$ cat src/mqtt_pkg.sv
// Shared constants and types for the MQTT control packet parser.
// Holds parse phase codes, field tags, command codes and status codes.
// Depends on nothing.
package mqtt_pkg;

  localparam int MAX_LEN_BYTES = 4;

  localparam int PhaseW = 5;
  localparam int TagW   = 5;

  // Parse phases.
  localparam logic [PhaseW-1:0] PH_HDR     = 5'd0;
  localparam logic [PhaseW-1:0] PH_LEN     = 5'd1;
  localparam logic [PhaseW-1:0] PH_PN_HI   = 5'd2;
  localparam logic [PhaseW-1:0] PH_PN_LO   = 5'd3;
  localparam logic [PhaseW-1:0] PH_PN_STR  = 5'd4;
  localparam logic [PhaseW-1:0] PH_VER     = 5'd5;
  localparam logic [PhaseW-1:0] PH_FLG     = 5'd6;
  localparam logic [PhaseW-1:0] PH_KA_HI   = 5'd7;
  localparam logic [PhaseW-1:0] PH_KA_LO   = 5'd8;
  localparam logic [PhaseW-1:0] PH_CID_HI  = 5'd9;
  localparam logic [PhaseW-1:0] PH_CID_LO  = 5'd10;
  localparam logic [PhaseW-1:0] PH_CID_STR = 5'd11;
  localparam logic [PhaseW-1:0] PH_WT_HI   = 5'd12;
  localparam logic [PhaseW-1:0] PH_WT_LO   = 5'd13;
  localparam logic [PhaseW-1:0] PH_WT_STR  = 5'd14;
  localparam logic [PhaseW-1:0] PH_WM_HI   = 5'd15;
  localparam logic [PhaseW-1:0] PH_WM_LO   = 5'd16;
  localparam logic [PhaseW-1:0] PH_WM_STR  = 5'd17;
  localparam logic [PhaseW-1:0] PH_US_HI   = 5'd18;
  localparam logic [PhaseW-1:0] PH_US_LO   = 5'd19;
  localparam logic [PhaseW-1:0] PH_US_STR  = 5'd20;
  localparam logic [PhaseW-1:0] PH_PW_HI   = 5'd21;
  localparam logic [PhaseW-1:0] PH_PW_LO   = 5'd22;
  localparam logic [PhaseW-1:0] PH_PW_STR  = 5'd23;
  localparam logic [PhaseW-1:0] PH_MID_HI  = 5'd24;
  localparam logic [PhaseW-1:0] PH_MID_LO  = 5'd25;
  localparam logic [PhaseW-1:0] PH_TP_HI   = 5'd26;
  localparam logic [PhaseW-1:0] PH_TP_LO   = 5'd27;
  localparam logic [PhaseW-1:0] PH_TP_STR  = 5'd28;
  localparam logic [PhaseW-1:0] PH_PAYLOAD = 5'd29;
  localparam logic [PhaseW-1:0] PH_IGNORE  = 5'd30;

  // Field tags.
  localparam logic [TagW-1:0] TAG_HEADER     = 5'd0;
  localparam logic [TagW-1:0] TAG_LENGTH     = 5'd1;
  localparam logic [TagW-1:0] TAG_PN_LEN     = 5'd2;
  localparam logic [TagW-1:0] TAG_PN_TEXT    = 5'd3;
  localparam logic [TagW-1:0] TAG_VERSION    = 5'd4;
  localparam logic [TagW-1:0] TAG_FLAGS      = 5'd5;
  localparam logic [TagW-1:0] TAG_KEEPALIVE  = 5'd6;
  localparam logic [TagW-1:0] TAG_CID_LEN    = 5'd7;
  localparam logic [TagW-1:0] TAG_CID_TEXT   = 5'd8;
  localparam logic [TagW-1:0] TAG_WT_LEN     = 5'd9;
  localparam logic [TagW-1:0] TAG_WT_TEXT    = 5'd10;
  localparam logic [TagW-1:0] TAG_WM_LEN     = 5'd11;
  localparam logic [TagW-1:0] TAG_WM_TEXT    = 5'd12;
  localparam logic [TagW-1:0] TAG_US_LEN     = 5'd13;
  localparam logic [TagW-1:0] TAG_US_TEXT    = 5'd14;
  localparam logic [TagW-1:0] TAG_PW_LEN     = 5'd15;
  localparam logic [TagW-1:0] TAG_PW_TEXT    = 5'd16;
  localparam logic [TagW-1:0] TAG_MSGID      = 5'd17;
  localparam logic [TagW-1:0] TAG_CONNACK    = 5'd18;
  localparam logic [TagW-1:0] TAG_TP_LEN     = 5'd19;
  localparam logic [TagW-1:0] TAG_TP_TEXT    = 5'd20;
  localparam logic [TagW-1:0] TAG_PAYLOAD    = 5'd21;
  localparam logic [TagW-1:0] TAG_IGNORED    = 5'd22;

  // Command codes.
  localparam logic [3:0] T_CONNECT   = 4'd1;
  localparam logic [3:0] T_CONNACK   = 4'd2;
  localparam logic [3:0] T_PUBLISH   = 4'd3;
  localparam logic [3:0] T_FIRST_ID  = 4'd4;
  localparam logic [3:0] T_SUBSCRIBE = 4'd8;
  localparam logic [3:0] T_LAST_ID   = 4'd9;

  // CONNECT flag bits.
  localparam int FlagWillBit = 2;
  localparam int FlagPassBit = 6;
  localparam int FlagUserBit = 7;

  // Status codes.
  localparam logic [1:0] ST_OK       = 2'd0;
  localparam logic [1:0] ST_LEN_LONG = 2'd1;
  localparam logic [1:0] ST_OVERRUN  = 2'd2;
  localparam logic [1:0] ST_MISMATCH = 2'd3;

  localparam logic [7:0] LenDataMask = 8'h7f;
  localparam logic [7:0] LenContMask = 8'h80;

  typedef struct packed {
    logic [PhaseW-1:0] phase;
    logic              conn_end;
  } after_t;

  function automatic logic [TagW-1:0] tag_of_phase(input logic [PhaseW-1:0] ph);
    logic [TagW-1:0] t;
    case (ph)
      PH_HDR:                t = TAG_HEADER;
      PH_LEN:                t = TAG_LENGTH;
      PH_PN_HI, PH_PN_LO:    t = TAG_PN_LEN;
      PH_PN_STR:             t = TAG_PN_TEXT;
      PH_VER:                t = TAG_VERSION;
      PH_FLG:                t = TAG_FLAGS;
      PH_KA_HI, PH_KA_LO:    t = TAG_KEEPALIVE;
      PH_CID_HI, PH_CID_LO:  t = TAG_CID_LEN;
      PH_CID_STR:            t = TAG_CID_TEXT;
      PH_WT_HI, PH_WT_LO:    t = TAG_WT_LEN;
      PH_WT_STR:             t = TAG_WT_TEXT;
      PH_WM_HI, PH_WM_LO:    t = TAG_WM_LEN;
      PH_WM_STR:             t = TAG_WM_TEXT;
      PH_US_HI, PH_US_LO:    t = TAG_US_LEN;
      PH_US_STR:             t = TAG_US_TEXT;
      PH_PW_HI, PH_PW_LO:    t = TAG_PW_LEN;
      PH_PW_STR:             t = TAG_PW_TEXT;
      PH_MID_HI, PH_MID_LO:  t = TAG_MSGID;
      PH_TP_HI, PH_TP_LO:    t = TAG_TP_LEN;
      PH_TP_STR:             t = TAG_TP_TEXT;
      PH_PAYLOAD:            t = TAG_PAYLOAD;
      default:               t = TAG_IGNORED;
    endcase
    return t;
  endfunction

  function automatic logic is_hi_phase(input logic [PhaseW-1:0] ph);
    return ph == PH_PN_HI || ph == PH_CID_HI || ph == PH_WT_HI || ph == PH_WM_HI ||
           ph == PH_US_HI || ph == PH_PW_HI || ph == PH_TP_HI;
  endfunction

  function automatic logic is_lo_phase(input logic [PhaseW-1:0] ph);
    return ph == PH_PN_LO || ph == PH_CID_LO || ph == PH_WT_LO || ph == PH_WM_LO ||
           ph == PH_US_LO || ph == PH_PW_LO || ph == PH_TP_LO;
  endfunction

  function automatic logic is_str_phase(input logic [PhaseW-1:0] ph);
    return ph == PH_PN_STR || ph == PH_CID_STR || ph == PH_WT_STR || ph == PH_WM_STR ||
           ph == PH_US_STR || ph == PH_PW_STR || ph == PH_TP_STR;
  endfunction

  function automatic logic needs_body(input logic [3:0] t);
    return t == T_CONNECT || t == T_CONNACK || t == T_PUBLISH ||
           (t >= T_FIRST_ID && t <= T_LAST_ID);
  endfunction

  function automatic logic [PhaseW-1:0] first_body_phase(input logic [3:0] t);
    logic [PhaseW-1:0] p;
    if (t == T_CONNECT) begin
      p = PH_PN_HI;
    end else if (t == T_PUBLISH) begin
      p = PH_TP_HI;
    end else if (t == T_CONNACK || (t >= T_FIRST_ID && t <= T_LAST_ID)) begin
      p = PH_MID_HI;
    end else begin
      p = PH_IGNORE;
    end
    return p;
  endfunction

  // Phase that follows a completed string. conn_end marks the end of the
  // CONNECT field list, where leftover body bytes are a size mismatch.
  function automatic after_t after_string(input logic [PhaseW-1:0] str_ph,
                                          input logic [7:0] flags,
                                          input logic [1:0] qos);
    after_t r;
    r.phase    = PH_IGNORE;
    r.conn_end = 1'b0;
    case (str_ph)
      PH_PN_STR: r.phase = PH_VER;
      PH_CID_STR: begin
        if (flags[FlagWillBit]) begin
          r.phase = PH_WT_HI;
        end else if (flags[FlagUserBit]) begin
          r.phase = PH_US_HI;
        end else if (flags[FlagPassBit]) begin
          r.phase = PH_PW_HI;
        end else begin
          r.conn_end = 1'b1;
        end
      end
      PH_WT_STR: r.phase = PH_WM_HI;
      PH_WM_STR: begin
        if (flags[FlagUserBit]) begin
          r.phase = PH_US_HI;
        end else if (flags[FlagPassBit]) begin
          r.phase = PH_PW_HI;
        end else begin
          r.conn_end = 1'b1;
        end
      end
      PH_US_STR: begin
        if (flags[FlagPassBit]) begin
          r.phase = PH_PW_HI;
        end else begin
          r.conn_end = 1'b1;
        end
      end
      PH_PW_STR: r.conn_end = 1'b1;
      PH_TP_STR: r.phase = (qos != 2'd0) ? PH_MID_HI : PH_PAYLOAD;
      default:   r.phase = PH_IGNORE;
    endcase
    return r;
  endfunction

endpackage

$ cat src/mqtt_packet_parser.sv
// MQTT 3.1.1 control packet parser, one stream byte per beat.
// Holds the whole parser: per-byte state update and the result register.
// Depends on mqtt_pkg.
//
// Each accepted byte comes back from the result register as one result beat carrying
// the byte, its role tag and the packet fields decoded so far. One byte is taken every
// cycle while data_stall is low; the parse state is updated in a single step per byte,
// and the result register lets the next byte in while a held result is taken.
// data_stall is high only while a result is held and result_stall is high. The remaining
// length is limited to MAX_LEN_BYTES length bytes; a longer one ends the packet
// with status 1 and the next byte is taken as a new fixed header.
module mqtt_packet_parser
  import mqtt_pkg::*;
(
  input  logic        clk,
  input  logic        rst,
  input  logic        data_valid,
  output logic        data_stall,
  input  logic [7:0]  data_byte,
  output logic        result_valid,
  input  logic        result_stall,
  output logic [7:0]  byte_out,
  output logic [4:0]  field_tag,
  output logic [3:0]  packet_type,
  output logic [1:0]  qos_level,
  output logic [27:0] remaining_length,
  output logic [15:0] packet_id,
  output logic [7:0]  connect_flag_bits,
  output logic [15:0] keep_alive,
  output logic [7:0]  connack_code,
  output logic        packet_done,
  output logic [1:0]  parse_status
);

  logic [PhaseW-1:0] phase, phase_next;
  logic [3:0]        cur_type, cur_type_next;
  logic [1:0]        cur_qos, cur_qos_next;
  logic [27:0]       length_accum, length_accum_next;
  logic [2:0]        length_byte_count, length_byte_count_next;
  logic [27:0]       bytes_left, bytes_left_next;
  logic [15:0]       field_left, field_left_next;
  logic [7:0]        flags_reg, flags_reg_next;
  logic [15:0]       msgid_reg, msgid_reg_next;
  logic [15:0]       keepalive_reg, keepalive_reg_next;
  logic [7:0]        connack_reg, connack_reg_next;
  logic [1:0]        error_code, error_code_next;

  logic              accept;
  logic [TagW-1:0]   tag;
  logic              done;
  logic [1:0]        status;
  logic [PhaseW-1:0] nx;
  logic [27:0]       bl_dec;
  logic [15:0]       fl_lo;
  logic [15:0]       fl_dec;
  logic [PhaseW-1:0] str_ph;
  after_t            after;
  logic [4:0]        len_shift;
  logic [27:0]       len_add;

  assign data_stall = result_valid & result_stall;
  assign accept     = data_valid & ~data_stall;

  always_comb begin
    phase_next             = phase;
    cur_type_next          = cur_type;
    cur_qos_next           = cur_qos;
    length_accum_next      = length_accum;
    length_byte_count_next = length_byte_count;
    bytes_left_next        = bytes_left;
    field_left_next        = field_left;
    flags_reg_next         = flags_reg;
    msgid_reg_next         = msgid_reg;
    keepalive_reg_next     = keepalive_reg;
    connack_reg_next       = connack_reg;
    error_code_next        = error_code;
    tag                    = tag_of_phase(phase);
    done                   = 1'b0;
    status                 = ST_OK;
    nx                     = PH_IGNORE;

    bl_dec    = (bytes_left != 28'd0) ? bytes_left - 28'd1 : bytes_left;
    fl_lo     = field_left | {8'd0, data_byte};
    fl_dec    = field_left - 16'd1;
    str_ph    = is_lo_phase(phase) ? phase + 5'd1 : phase;
    after     = after_string(str_ph, flags_reg, cur_qos);
    len_shift = 5'(length_byte_count[1:0]) * 5'd7;
    len_add   = {20'd0, data_byte & LenDataMask} << len_shift;

    if (phase == PH_HDR) begin
      cur_type_next          = data_byte[7:4];
      cur_qos_next           = data_byte[2:1];
      length_accum_next      = '0;
      length_byte_count_next = '0;
      bytes_left_next        = '0;
      field_left_next        = '0;
      flags_reg_next         = '0;
      msgid_reg_next         = '0;
      keepalive_reg_next     = '0;
      connack_reg_next       = '0;
      error_code_next        = ST_OK;
      phase_next             = PH_LEN;
    end else if (phase == PH_LEN) begin
      length_accum_next      = length_accum + len_add;
      length_byte_count_next = length_byte_count + 3'd1;
      if ((data_byte & LenContMask) != 8'd0) begin
        if (length_byte_count_next >= 3'(MAX_LEN_BYTES)) begin
          done       = 1'b1;
          status     = ST_LEN_LONG;
          phase_next = PH_HDR;
        end
      end else begin
        bytes_left_next = length_accum_next;
        if (length_accum_next == 28'd0) begin
          done       = 1'b1;
          status     = needs_body(cur_type) ? ST_OVERRUN : ST_OK;
          phase_next = PH_HDR;
        end else begin
          phase_next = first_body_phase(cur_type);
        end
      end
    end else begin
      bytes_left_next = bl_dec;
      if (is_hi_phase(phase)) begin
        field_left_next = {data_byte, 8'd0};
        nx              = phase + 5'd1;
      end else if (is_lo_phase(phase)) begin
        field_left_next = fl_lo;
        if ({12'd0, fl_lo} > bl_dec) begin
          if (error_code == ST_OK) begin
            error_code_next = ST_OVERRUN;
          end
          nx = PH_IGNORE;
        end else if (fl_lo == 16'd0) begin
          nx = after.phase;
          if (after.conn_end && bl_dec != 28'd0 && error_code == ST_OK) begin
            error_code_next = ST_MISMATCH;
          end
        end else begin
          nx = phase + 5'd1;
        end
      end else if (is_str_phase(phase)) begin
        field_left_next = fl_dec;
        if (fl_dec == 16'd0) begin
          nx = after.phase;
          if (after.conn_end && bl_dec != 28'd0 && error_code == ST_OK) begin
            error_code_next = ST_MISMATCH;
          end
        end else begin
          nx = phase;
        end
      end else if (phase == PH_VER) begin
        nx = PH_FLG;
      end else if (phase == PH_FLG) begin
        flags_reg_next = data_byte;
        nx             = PH_KA_HI;
      end else if (phase == PH_KA_HI) begin
        keepalive_reg_next = {data_byte, 8'd0};
        nx                 = PH_KA_LO;
      end else if (phase == PH_KA_LO) begin
        keepalive_reg_next = keepalive_reg | {8'd0, data_byte};
        nx                 = PH_CID_HI;
      end else if (phase == PH_MID_HI) begin
        if (cur_type == T_CONNACK) begin
          tag = TAG_CONNACK;
        end else begin
          msgid_reg_next = {data_byte, 8'd0};
        end
        nx = PH_MID_LO;
      end else if (phase == PH_MID_LO) begin
        if (cur_type == T_CONNACK) begin
          tag              = TAG_CONNACK;
          connack_reg_next = data_byte;
          nx               = PH_IGNORE;
        end else begin
          msgid_reg_next = msgid_reg | {8'd0, data_byte};
          nx = (cur_type == T_PUBLISH || cur_type == T_SUBSCRIBE) ? PH_PAYLOAD : PH_IGNORE;
        end
      end else if (phase == PH_PAYLOAD) begin
        nx = PH_PAYLOAD;
      end else begin
        nx = PH_IGNORE;
      end

      phase_next = nx;
      if (bl_dec == 28'd0) begin
        done = 1'b1;
        if (error_code_next != ST_OK) begin
          status = error_code_next;
        end else begin
          status = (nx == PH_PAYLOAD || nx == PH_IGNORE) ? ST_OK : ST_OVERRUN;
        end
        phase_next = PH_HDR;
      end
    end
  end

  always_ff @(posedge clk) begin
    if (rst) begin
      phase             <= PH_HDR;
      cur_type          <= '0;
      cur_qos           <= '0;
      length_accum      <= '0;
      length_byte_count <= '0;
      bytes_left        <= '0;
      field_left        <= '0;
      flags_reg         <= '0;
      msgid_reg         <= '0;
      keepalive_reg     <= '0;
      connack_reg       <= '0;
      error_code        <= ST_OK;
    end else if (accept) begin
      phase             <= phase_next;
      cur_type          <= cur_type_next;
      cur_qos           <= cur_qos_next;
      length_accum      <= length_accum_next;
      length_byte_count <= length_byte_count_next;
      bytes_left        <= bytes_left_next;
      field_left        <= field_left_next;
      flags_reg         <= flags_reg_next;
      msgid_reg         <= msgid_reg_next;
      keepalive_reg     <= keepalive_reg_next;
      connack_reg       <= connack_reg_next;
      error_code        <= error_code_next;
    end
  end

  // The result register holds a beat until the downstream side takes it.
  always_ff @(posedge clk) begin
    if (rst) begin
      result_valid <= 1'b0;
    end else begin
      result_valid <= accept | data_stall;
    end
  end

  always_ff @(posedge clk) begin
    if (accept) begin
      byte_out          <= data_byte;
      field_tag         <= tag;
      packet_type       <= cur_type_next;
      qos_level         <= cur_qos_next;
      remaining_length  <= length_accum_next;
      packet_id         <= msgid_reg_next;
      connect_flag_bits <= flags_reg_next;
      keep_alive        <= keepalive_reg_next;
      connack_code      <= connack_reg_next;
      packet_done       <= done;
      parse_status      <= status;
    end
  end

  a_status_only_when_done: assert property (@(posedge clk) disable iff (rst)
    (result_valid && !packet_done) |-> parse_status == ST_OK)
    else $error("nonzero status on a beat that does not end a packet");

  a_done_restarts_header: assert property (@(posedge clk) disable iff (rst)
    (accept && done) |=> phase == PH_HDR)
    else $error("parser did not return to the header after a packet end");

  a_len_count_bound: assert property (@(posedge clk) disable iff (rst)
    length_byte_count <= 3'(MAX_LEN_BYTES))
    else $error("length byte count ran past its limit");

  a_stall_only_when_held: assert property (@(posedge clk) disable iff (rst)
    data_stall |-> result_valid)
    else $error("input stalled with no result held");

  a_tag_in_range: assert property (@(posedge clk) disable iff (rst)
    result_valid |-> field_tag <= TAG_IGNORED)
    else $error("field tag out of range");

endmodule

$ cat config.mk
export PLATFORM = sky130hd
export DESIGN_NAME = mqtt_packet_parser
export DESIGN_NICKNAME = d
export VERILOG_FILES = /design/src/mqtt_pkg.sv /design/src/mqtt_packet_parser.sv
export SDC_FILE = /design/constraint.sdc
export NUM_CORES = 1
export LEC_CHECK = 0
export BUFFER_PORTS_ARGS = -buffer_cell sky130_fd_sc_hd__buf_2
export CAP_MARGIN = 5
export CORE_UTILIZATION = 50
export DETAILED_ROUTE_END_ITERATION = 16
export HOLD_SLACK_MARGIN = 0.03
export PLACE_DENSITY = 0.74
export SYNTH_ARGS = -nofsm -noshare
export SYNTH_HDL_FRONTEND = slang
export SYNTH_SLANG_ARGS = --single-unit
$ cat constraint.sdc
create_clock -name clk -period 7.4 [get_ports clk]
set_input_delay 1.48 -clock clk [delete_from_list [all_inputs] [get_ports clk]]
set_output_delay 1.48 -clock clk [all_outputs]
set_load 0.02 [all_outputs]
# After elaboration in Yosys (flattened, before gate mapping)
# Memories as Yosys holds them, arrays and structs flattened. A register that Yosys moved wholly into a read port is not among the register bits.
# Index checks and enable logic that the tools add are counted.
# totals
reg_bits,235
mem_bits_ro,160
inputBits,12
output_inout_bits,100
elab_cells,263
mem_count,1
# memory_table
memory,depth,word_bits,read_ports,rd_ports_with_merged_regs,wr,line,source
(no name shown),32,5,1,1,0,mqtt_pkg.sv:98,case (ph)
# op_classes
n_addsub,5
mul,1
n_lt_le_gt_ge,4
n_eq_ne,45
n_shift,1
muxes,131
n_bitwise,7
n_reduce_logical,44
# ops
op,n
16-bit two-way mux,27
5-bit two-way mux,37
28-bit two-way mux,6
8-bit two-way mux,19
5-bit equality test (second input constant),20
28-bit logical NOT,2
28-bit nonzero test,2
5-bit by 4-bit equality test with 1-bit output (second input constant),10
16-bit by 8-bit OR with 16-bit output,3
2-bit two-way mux,23
16-bit logical NOT,2
5-bit case mux with 6 select lines,1
28-bit adder,1
16-bit by 28-bit greater-than comparator with 1-bit output,1
7-bit by 5-bit left shift with 28-bit output,1
28-bit by 1-bit subtractor with 28-bit output (second input constant),1
5-bit by 3-bit equality test with 1-bit output (second input constant),5
1-bit logical OR,24
16-bit by 1-bit subtractor with 16-bit output (second input constant),1
3-bit two-way mux,5
4-bit two-way mux,3
5-bit by 2-bit equality test with 1-bit output (second input constant),2
1-bit two-way mux,9
4-bit by 2-bit equality test with 1-bit output (second input constant),2
23 further kinds,31

# Depth between registers and ports, before layout
# Gate-level depths: netlist of run 1.
# depth
word_depth,23
ltp_mapped,27
mapped_depth_nobuf,25

# Worst setup path before layout of run 1
# No wires, ideal clock.
# synth_timing
path_kind,input -> register
start,input data_byte[0]
end,register with a tool-made name
setup_time_ns,0.130
arrival_ns,5.931
required_ns,7.270
slack_ns,1.339
stages,20
n_path_buf,2
path_cell_list,clkbuf_1 > and2_1 > ha_1 > fa_1 > a21oi_2 > o22ai_2 > a21oi_4 > xnor2_1 > or4b_1 > or4_1 > or4_1 > or3_1 > buf_2 > a21oi_1 > nor2_1 > inv_1 > ha_1 > a31o_1 > o211ai_1 > a222oi_1
# synth_rtl
element,line,source
from (decl),mqtt_packet_parser.sv:19,"input logic [7:0] data_byte,"

==> tab_implementation.tex, run 1 <==
\begin{tabular}{lr}
\hline
Metric & Value \\
\hline
\multicolumn{2}{l}{\textbf{Status}} \\
\quad Outcome & finished clean \\
\multicolumn{2}{l}{\textbf{Final layout}} \\
\quad Synth-to-Final Area Change & 10.7\% \\
\quad Multi-input logic area & a little under 0.009 mm2 \\
\quad Largest registers in the final layout & bytes\_left x28, length\_accum x28, remaining\_length x28 \\
\quad Fin area & roughly 0.017 mm2 \\
\quad Area occupied by registers & 0.00579 mm2 \\
\quad Fill cells & between 2000 and 3000 \\
\quad Net total in the final layout & a little over 2000 \\
\quad Proportion of layout cells with a drive suffix above 1 & 0.118 \\
\quad Number of inserted diodes & 0 \\
\multicolumn{2}{l}{\textbf{STA}} \\
\quad Clock period minus worst slack & about 6.5 ns \\
\quad Headroom to the max-slew limit & 0.276 \\
\quad Post-route worst hold slack & between 0.4 and 0.5 ns \\
\quad Setup repair after global routing missed its margin & no \\
\quad Number of endpoints with negative hold slack in the final report & 0 \\
\quad Setup-failing EPs final & 0 \\
\quad Maximum clock frequency & around 150 MHz \\
\quad Total negative slack for setup checks & 0 ns \\
\quad Share of the clock period used by the worst path after layout & 0.880 \\
\quad Final clock skew & roughly 0.016 ns \\
\quad Slew at the pin closest to its max-slew limit & approximately 1.1 ns \\
\quad Number of max-slew violations in the final report & 0 \\
\multicolumn{2}{l}{\textbf{Worst setup path}} \\
\quad Cell family with the largest share of critical-path delay & compound AO/OA/AOI/OAI gates \\
\quad Path depth of the worst reg2reg path & 18 \\
\quad Worst setup path class & primary input to flop \\
\quad Element type at the critical path start & primary input \\
\quad Required time at the worst-slack endpoint & approximately 7.8 ns \\
\quad Data arrival time at the worst-slack endpoint & between 6 and 7 ns \\
\quad Path length in cells of the critical path & 19 \\
\quad CP Buf/Inv Count & 2 \\
\quad Kind of end point of the critical path & flop \\
\quad Worst path max stage delay & slightly below 0.6 ns \\
\quad CP max stage cell & sky130\_fd\_sc\_hd\_\_a2111oi\_0 \\
\quad Chain of cells forming the critical path & buf\_2, and2\_1, ha\_1, fa\_1, a21oi\_2, o21ai\_0, a22o\_1, or4\_1, a2111oi\_0, o221ai\_1, or4\_1, or3\_1, a21oi\_1, nor2\_1, inv\_1, ha\_1, a31o\_1, o211ai\_1, a222oi\_1 \\
\quad Critical path peak fanout & 7 \\
\multicolumn{2}{l}{\textbf{Placement}} \\
\quad GP Congestion & roughly 1 \\
\quad Port-buffer cells & approximately 110 \\
\quad Area of placed instances & approximately 0.016 mm2 \\
\quad Half-perimeter wire length after detailed placement & about 35000 um \\
\multicolumn{2}{l}{\textbf{Logic synthesis}} \\
\quad Most used flip-flop cell after synthesis & sky130\_fd\_sc\_hd\_\_dfxtp\_1 \\
\quad Register area share after synthesis & 0.378 \\
\quad Proportion of synthesized flip-flops having asynchronous set or reset & 0 \\
\quad Synth Instances & 1897 \\
\quad Number of synthesis warnings & 0 \\
\quad Proportion of netlist area held by the largest area contributor & 0.193 \\
\quad Number of enable flip-flop cells after synthesis & between 90 and 100 \\
\quad Synth top area cells & sky130\_fd\_sc\_hd\_\_edfxtp\_1 (19\%), sky130\_fd\_sc\_hd\_\_dfxtp\_1 (19\%), sky130\_fd\_sc\_hd\_\_nand2\_1 (7.3\%), sky130\_fd\_sc\_hd\_\_a21oi\_1 (6.3\%), sky130\_fd\_sc\_hd\_\_nor2\_1 (5.2\%) \\
\quad Synthesized cell area & between 0.015 and 0.02 mm2 \\
\quad Average instance area after synthesis & 8.06 um2 \\
\quad Number of synthesized register bits & 240 \\
\quad Number of nets produced by synthesis & just under 2000 \\
\quad Most used standard cells in the synthesized netlist & sky130\_fd\_sc\_hd\_\_nand2\_1 (298), sky130\_fd\_sc\_hd\_\_nor2\_1 (212), sky130\_fd\_sc\_hd\_\_a21oi\_1 (193) \\
\quad Cell type with the highest aggregate area in the netlist & sky130\_fd\_sc\_hd\_\_edfxtp\_1 \\
\quad Distinct cell type count after synthesis & 91 \\
\quad Most instantiated library cell after synthesis & sky130\_fd\_sc\_hd\_\_nand2\_1 \\
\multicolumn{2}{l}{\textbf{Floorplan}} \\
\quad Total Die Area & between 0.03 and 0.04 mm2 \\
\quad Starting density of the core & 0.512 \\
\quad Placement Rows & 63 \\
\quad Floorplan core area & between 0.02 and 0.03 mm2 \\
\quad Chip Width & between 150 and 200 um \\
\quad I/O Pins & 112 \\
\quad Die Ht & roughly 180 um \\
\multicolumn{2}{l}{\textbf{Global route}} \\
\quad Vias in the first global route & about 14000 \\
\quad Maximum number of pins on one net before global-route repair & about 170 \\
\quad Global-route wire length before repair & around 77000 um \\
\quad Antenna violations before repair & 0 \\
\quad GR Overflow Total & 0 \\
\quad Overall track demand over capacity in global routing & 0.316 \\
\multicolumn{2}{l}{\textbf{Drt}} \\
\quad Remaining DRCs & 0 \\
\quad DR vias & 15000 \\
\quad Number of detailed-routing iterations run before antenna repair & 7 \\
\quad Per-cell via count in the routed design & between 6 and 7 \\
\quad Final antenna-violating net count & 0 \\
\quad Sum of routed wire length over all layers & approximately 50000 um \\
\quad Detail-routed net length per standard cell & $\sim$21 um \\
\quad Starting DRT DRC Count & between 1000 and 1500 \\
\multicolumn{2}{l}{\textbf{Clock tree}} \\
\quad Clock root buffer & sky130\_fd\_sc\_hd\_\_clkbuf\_16 \\
\quad Number of gates resized after cts & 0 \\
\quad Maximum count of clock buffers along a single path & 3 \\
\quad Post-CTS repair timing setup buffer count & 0 \\
\quad \# hold bufs at CTS & 0 \\
\quad Level count of the clock H-tree & 1 \\
\quad Post-CTS clock slew at the launch and capture registers of the worst setup and hold paths & $\sim$0.06 ns \\
\quad \# clock sinks & 240 \\
\quad CTS tree & yes \\
\quad Number of buffers created by CTS & 26 \\
\quad Clock latency on the worst-skew pair & between 0.5 and 0.6 ns \\
\multicolumn{2}{l}{\textbf{Run}} \\
\quad Max-cap viol count & 0 \\
\multicolumn{2}{l}{\textbf{Power and ir drop}} \\
\quad Power density over cell area & between 500 and 600 mW/mm2 \\
\quad Peak supply drop & 0.566 mV \\
\quad Overall power consumption & approximately 9000 uW \\
\quad Leakage & 0.00648 uW \\
\multicolumn{2}{l}{\textbf{Worst hold path}} \\
\quad Class of the tightest hold or removal check & flop to flop \\
\quad Number of cells on the worst hold path & 2 \\
\hline
\end{tabular}
==> cell families after synthesis <==
| logic type | synth area share |
|---|---|
| AOI/OAI and AO/OA | 0.229 |
| xor gates and xnor gates | 0.0258 |
| adders and majority gates | 0.0496 |
| buffers and inverters | 0.0426 |
| DFF | 0.378 |
| muxes | 0.0297 |
| and+or+nand+nor | 0.245 |
==> worst reg2reg max path, stage by stage (launching register included) <==
cell                        delay (ns)
sky130_fd_sc_hd__dfxtp_1          0.57
sky130_fd_sc_hd__nor2b_1          0.51
sky130_fd_sc_hd__and2_1           0.26
sky130_fd_sc_hd__ha_1             0.36
sky130_fd_sc_hd__a21oi_2          0.32
sky130_fd_sc_hd__o21ai_2          0.14
sky130_fd_sc_hd__a22o_1           0.25
sky130_fd_sc_hd__or4_1            0.44
sky130_fd_sc_hd__a2111oi_0        0.59
sky130_fd_sc_hd__o221ai_1         0.29
sky130_fd_sc_hd__or4_1            0.48
sky130_fd_sc_hd__or3_1            0.56
sky130_fd_sc_hd__a21oi_1          0.31
sky130_fd_sc_hd__nor2_1           0.15
sky130_fd_sc_hd__inv_1            0.17
sky130_fd_sc_hd__ha_1             0.29
sky130_fd_sc_hd__a31o_1           0.20
sky130_fd_sc_hd__o211ai_1         0.18
sky130_fd_sc_hd__a222oi_1         0.10
==> layer usage <==
metal	GRT usage	part of all wire	vias to the layer above
met4	0.121	0.041	0
li1	-	-	7006
met5	0	0	-
met1	0.433	0.42	7055
met2	0.489	0.44	791
met3	0.0601	0.096	133
==> placed cells by master, fill, tap and decap left out, drive strengths merged, types with 8 or more instances in the layout <==
| master | n |
|---|---|
| a2111oi | 11 |
| a211oi | 27 |
| a21o | 15 |
| a21oi | 201 |
| a22oi | 38 |
| a31o | 8 |
| a31oi | 11 |
| and2 | 31 |
| and3 | 15 |
| buf | 140 |
| clkbuf | 38 |
| dfxtp | 142 |
| edfxtp | 98 |
| ha | 59 |
| inv | 44 |
| mux2i | 42 |
| nand2 | 299 |
| nand2b | 17 |
| nand3 | 31 |
| nand4 | 19 |
| nor2 | 212 |
| nor3 | 60 |
| nor4 | 20 |
| o211ai | 12 |
| o21a | 15 |
| o21ai | 89 |
| o31ai | 15 |
| or2 | 17 |
| or3 | 25 |
| or4 | 21 |
| xnor2 | 28 |
| xor2 | 17 |
==> power breakdown <==
group	internal [uW]	switching, uW
Clock	713	546
Combinational	1960	3750
Sequential	1590	258
==> area by class of cell <==
cell class	instances	share of cell area
multi-input cells	1488	0.524
inverters	44	0.0101
flip-flops and latches	240	0.342
clock inverters	10	0.00377
clock buffers	38	0.0448
well taps	390	0.0288
repair buffers	140	0.0464
==> stage by stage <==
step | setup slack (ns) | instances | utilization
after global routing | 0.576 | 2350 | 0.567
after global placement | 0.666 | 2301 | 0.539
after CTS | 0.988 | 2349 | 0.567
after floorplan | 1.34 | 1897 | -
after detailed placement | 0.444 | 2301 | 0.539
final | 0.885 | 2350 | 0.567
==> worst paths after layout <==
path,from,endpoint,slack (ns)
worst max-delay path,data_byte[0],flop,0.88
worst min-delay path,keepalive_reg[10]$_SDFFE_PP0P_,keepalive_reg[10]$_SDFFE_PP0P_,0.45
worst max register to register,length_byte_count[0]$_SDFFE_PP0P_,flop,1.09
worst min register to register,keepalive_reg[10]$_SDFFE_PP0P_,keepalive_reg[10]$_SDFFE_PP0P_,0.45
(Power assumes the default switching activity.)
==> inputs of run 2 (changes only) <==
--- a/config.mk
+++ b/config.mk
@@ -5,12 +5,13 @@
 export SDC_FILE = /design/constraint.sdc
 export NUM_CORES = 1
 export LEC_CHECK = 0
+export ABC_AREA = 1
 export BUFFER_PORTS_ARGS = -buffer_cell sky130_fd_sc_hd__buf_2
 export CAP_MARGIN = 5
-export CORE_UTILIZATION = 50
+export CORE_UTILIZATION = 45
 export DETAILED_ROUTE_END_ITERATION = 16
 export HOLD_SLACK_MARGIN = 0.03
-export PLACE_DENSITY = 0.74
+export PLACE_DENSITY = 0.69
 export SYNTH_ARGS = -nofsm -noshare
 export SYNTH_HDL_FRONTEND = slang
 export SYNTH_SLANG_ARGS = --single-unit
==> tab_implementation.tex, run 2 <==
\begin{tabular}{lr}
\hline
Metric & Value \\
\hline
\multicolumn{2}{l}{\textbf{Worst setup path}} \\
\quad Data arrival time at the worst-slack endpoint & 6.03 ns \\
\quad CP max stage cell & sky130\_fd\_sc\_hd\_\_a21boi\_1 \\
\quad Kind of end point of the critical path & flop \\
\quad Worst reg2reg setup slack & 2.22 ns \\
\quad Element type at the critical path start & primary input \\
\quad Worst reg2reg startpoint & bytes\_left[0]\$\_SDFFE\_PP0P\_ \\
\quad Crit-path most repeated cell & sky130\_fd\_sc\_hd\_\_nand2\_1 \\
\quad Critical path peak fanout & 8 \\
\quad Worst setup path class & primary input to flop \\
\quad Worst path max stage delay & approximately 0.5 ns \\
\quad Required time at the worst-slack endpoint & $\sim$7.9 ns \\
\quad Path depth of the worst reg2reg path & 29 \\
\multicolumn{2}{l}{\textbf{Placement}} \\
\quad Half-perimeter wire length after detailed placement & $\sim$33000 um \\
\quad Post-Place Setup Slack & approximately 1.4 ns \\
\quad GP Congestion & just over 0.9 \\
\quad Port-buffer cells & between 100 and 150 \\
\multicolumn{2}{l}{\textbf{Global route}} \\
\quad Global-route wire length before repair & approximately 71000 um \\
\quad Met3 routing resource usage after global routing & 0.0346 \\
\quad GR Layer Usage met1 & 0.397 \\
\quad Maximum number of pins on one net before global-route repair & 92 \\
\quad Overall track demand over capacity in global routing & 0.266 \\
\quad Antenna violations before repair & 0 \\
\quad Most heavily used metal layer in global routing & met1 \\
\quad Routing usage on met2 & 0.393 \\
\quad GR Overflow Total & 0 \\
\quad Vias in the first global route & about 13000 \\
\multicolumn{2}{l}{\textbf{Final layout}} \\
\quad Number of inserted diodes & 0 \\
\quad Top library cells by usage in the layout, fill and taps aside & sky130\_fd\_sc\_hd\_\_nand2\_1 (427), sky130\_fd\_sc\_hd\_\_nor2\_1 (256), sky130\_fd\_sc\_hd\_\_inv\_1 (252) \\
\quad Fraction of the core area covered by cells at the end of the flow & 0.518 \\
\quad Commonest non-fill, non-tap cell in the layout & sky130\_fd\_sc\_hd\_\_nand2\_1 \\
\quad Area occupied by registers & just under 0.006 mm2 \\
\quad Net total in the final layout & approximately 2300 \\
\quad Fill cells & 3194 \\
\quad Proportion of layout cells with a drive suffix above 1 & 0.114 \\
\quad Synth-to-Final Area Change & 12.4\% \\
\quad Multi-input logic area & between 0.007 and 0.008 mm2 \\
\quad Largest registers in the final layout & bytes\_left x28, length\_accum x28, remaining\_length x28 \\
\multicolumn{2}{l}{\textbf{Worst hold path}} \\
\quad Critical hold path startpoint & keepalive\_reg[6]\$\_SDFFE\_PP0P\_ \\
\quad Class of the tightest hold or removal check & flop to flop \\
\quad Hold Crit Endpoint & keepalive\_reg[6]\$\_SDFFE\_PP0P\_ \\
\quad Number of cells on the worst hold path & 2 \\
\multicolumn{2}{l}{\textbf{Logic synthesis}} \\
\quad Number of synthesis warnings & 0 \\
\quad Proportion of synthesized flip-flops having asynchronous set or reset & 0 \\
\quad Most used standard cells in the synthesized netlist & sky130\_fd\_sc\_hd\_\_nand2\_1 (427), sky130\_fd\_sc\_hd\_\_nor2\_1 (258), sky130\_fd\_sc\_hd\_\_inv\_1 (254) \\
\quad Synthesized cell area & between 0.015 and 0.02 mm2 \\
\quad Average instance area after synthesis & just over 7 um2 \\
\quad Number of enable flip-flop cells after synthesis & 98 \\
\quad Number of nets produced by synthesis & 2188 \\
\quad Cell type with the highest aggregate area in the netlist & sky130\_fd\_sc\_hd\_\_edfxtp\_1 \\
\quad Distinct cell type count after synthesis & about 60 \\
\quad Proportion of netlist area held by the largest area contributor & 0.195 \\
\quad Most used flip-flop cell after synthesis & sky130\_fd\_sc\_hd\_\_dfxtp\_1 \\
\quad Number of synthesized register bits & 240 \\
\quad Most instantiated library cell after synthesis & sky130\_fd\_sc\_hd\_\_nand2\_1 \\
\quad Synth top area cells & sky130\_fd\_sc\_hd\_\_edfxtp\_1 (19\%), sky130\_fd\_sc\_hd\_\_dfxtp\_1 (19\%), sky130\_fd\_sc\_hd\_\_nand2\_1 (11\%), sky130\_fd\_sc\_hd\_\_nor2\_1 (6.4\%), sky130\_fd\_sc\_hd\_\_inv\_1 (6.3\%) \\
\quad Synth Instances & $\sim$2100 \\
\quad Register area share after synthesis & 0.383 \\
\multicolumn{2}{l}{\textbf{STA}} \\
\quad Maximum clock frequency & 180 MHz \\
\quad Clock period minus worst slack & 5.56 ns \\
\quad Setup-failing EPs final & 0 \\
\quad Slew at the pin closest to its max-slew limit & between 1 and 1.5 ns \\
\quad Setup repair after global routing missed its margin & no \\
\quad Final clock skew & between 0.01 and 0.015 ns \\
\quad Headroom to the max-slew limit & 0.262 \\
\quad Share of the clock period used by the worst path after layout & 0.752 \\
\quad Number of endpoints with negative hold slack in the final report & 0 \\
\quad Total negative slack for setup checks & 0 ns \\
\quad Fin worst setup slack & approximately 1.8 ns \\
\quad Post-route worst hold slack & 0.463 ns \\
\quad Number of max-slew violations in the final report & 0 \\
\multicolumn{2}{l}{\textbf{Clock tree}} \\
\quad Maximum count of clock buffers along a single path & 3 \\
\quad CTS tree & yes \\
\quad \# hold bufs at CTS & 0 \\
\quad Number of gates resized after cts & 0 \\
\quad Post-CTS repair timing setup buffer count & 0 \\
\quad Clock latency on the worst-skew pair & around 0.57 ns \\
\quad Number of buffers created by CTS & 27 \\
\quad Level count of the clock H-tree & 1 \\
\quad \# clock sinks & 240 \\
\quad Post-CTS clock slew at the launch and capture registers of the worst setup and hold paths & approximately 0.06 ns \\
\quad Clock root buffer & sky130\_fd\_sc\_hd\_\_clkbuf\_16 \\
\multicolumn{2}{l}{\textbf{Run}} \\
\quad Max-cap viol count & 0 \\
\multicolumn{2}{l}{\textbf{Drt}} \\
\quad Starting DRT DRC Count & 1436 \\
\quad Number of detailed-routing iterations run before antenna repair & 6 \\
\quad Per-cell via count in the routed design & 5.48 \\
\quad Remaining DRCs & 0 \\
\quad Final antenna-violating net count & 0 \\
\quad Sum of routed wire length over all layers & around 46000 um \\
\quad DR vias & around 15000 \\
\quad Detail-routed net length per standard cell & roughly 17 um \\
\multicolumn{2}{l}{\textbf{Floorplan}} \\
\quad Total Die Area & $\sim$0.034 mm2 \\
\quad Floorplan core area & around 0.033 mm2 \\
\quad Placement Rows & 66 \\
\quad Chip Width & about 190 um \\
\quad Die Ht & 185 um \\
\quad I/O Pins & $\sim$110 \\
\quad Starting density of the core & 0.461 \\
\multicolumn{2}{l}{\textbf{Power and ir drop}} \\
\quad Power density over cell area & around 460 mW/mm2 \\
\quad Peak supply drop & $\sim$0.24 mV \\
\quad Overall power consumption & slightly below 8000 uW \\
\quad Leakage & about 0.0080 uW \\
\multicolumn{2}{l}{\textbf{Status}} \\
\quad Outcome & finished clean \\
\hline
\end{tabular}
## run 2: worst max path at each step
| stage | start | to | cells past startpoint |
|---|---|---|---|
| 3_5_place_dp | data_byte[1] | flop | 25 |
| 5_1_grt | data_byte[1] | flop | 25 |
| 2_1_floorplan | result_stall | byte_out[0]$_DFFE_PP_ | 5 |
| 6_report | data_byte[1] | flop | 25 |
| 3_3_place_gp | data_byte[2] | flop | 25 |
| 4_1_cts | data_byte[1] | flop | 25 |
## run 2: per-layer routing
metal	part of all wire	wire length [um]	vias to the layer above
li1	-	-	7174
met1	0.48	21800	6683
met3	0.077	3500	81
met4	0.025	1140	0
met5	0	0	-
met2	0.42	19100	582
## run 2: cell type report
type / instances / share of cell area
clock inverter: 21 / 0.0195
inverter: 267 / 0.0592
timing repair buffer: 121 / 0.0372
sequential: 240 / 0.341
clock buffer: 28 / 0.0400
multi-input combinational: 1529 / 0.471
tap: 442 / 0.0326
## run 2: worst max-delay path: cells and delay by family
family	cells	cell delay [ns]
buf+inv	2	0.50
compound gates	2	0.81
fa+ha+maj	2	0.58
xor+xnor	1	0.18
simple gates	18	2.45
## run 2: cell families after synthesis
kind of cell / Yosys count / share of synthesized area
fa+ha+maj: 60 / 0.0502
simple gates: 1003 / 0.294
flops: 240 / 0.383
compound gates: 407 / 0.150
xor+xnor: 59 / 0.0342
buf+inv: 347 / 0.0886
## run 2: power by group
part	switching [uW]	total, uW	internal (uW)	leakage [uW]
combinational	3000	4380	1370	0.00532
clock	572	1520	950	0.000492
sequential	207	1860	1660	0.00215
total	3780	7760	3980	0.00796
## run 2: through the flow
step / cell area [um2] / cells
6_report: 17000 / 2648
5_1_grt: 17000 / 2648
4_1_cts: 17000 / 2648
3_5_place_dp: 16000 / 2599
3_3_place_gp: 16000 / 2599
2_1_floorplan: 15100 / 2116
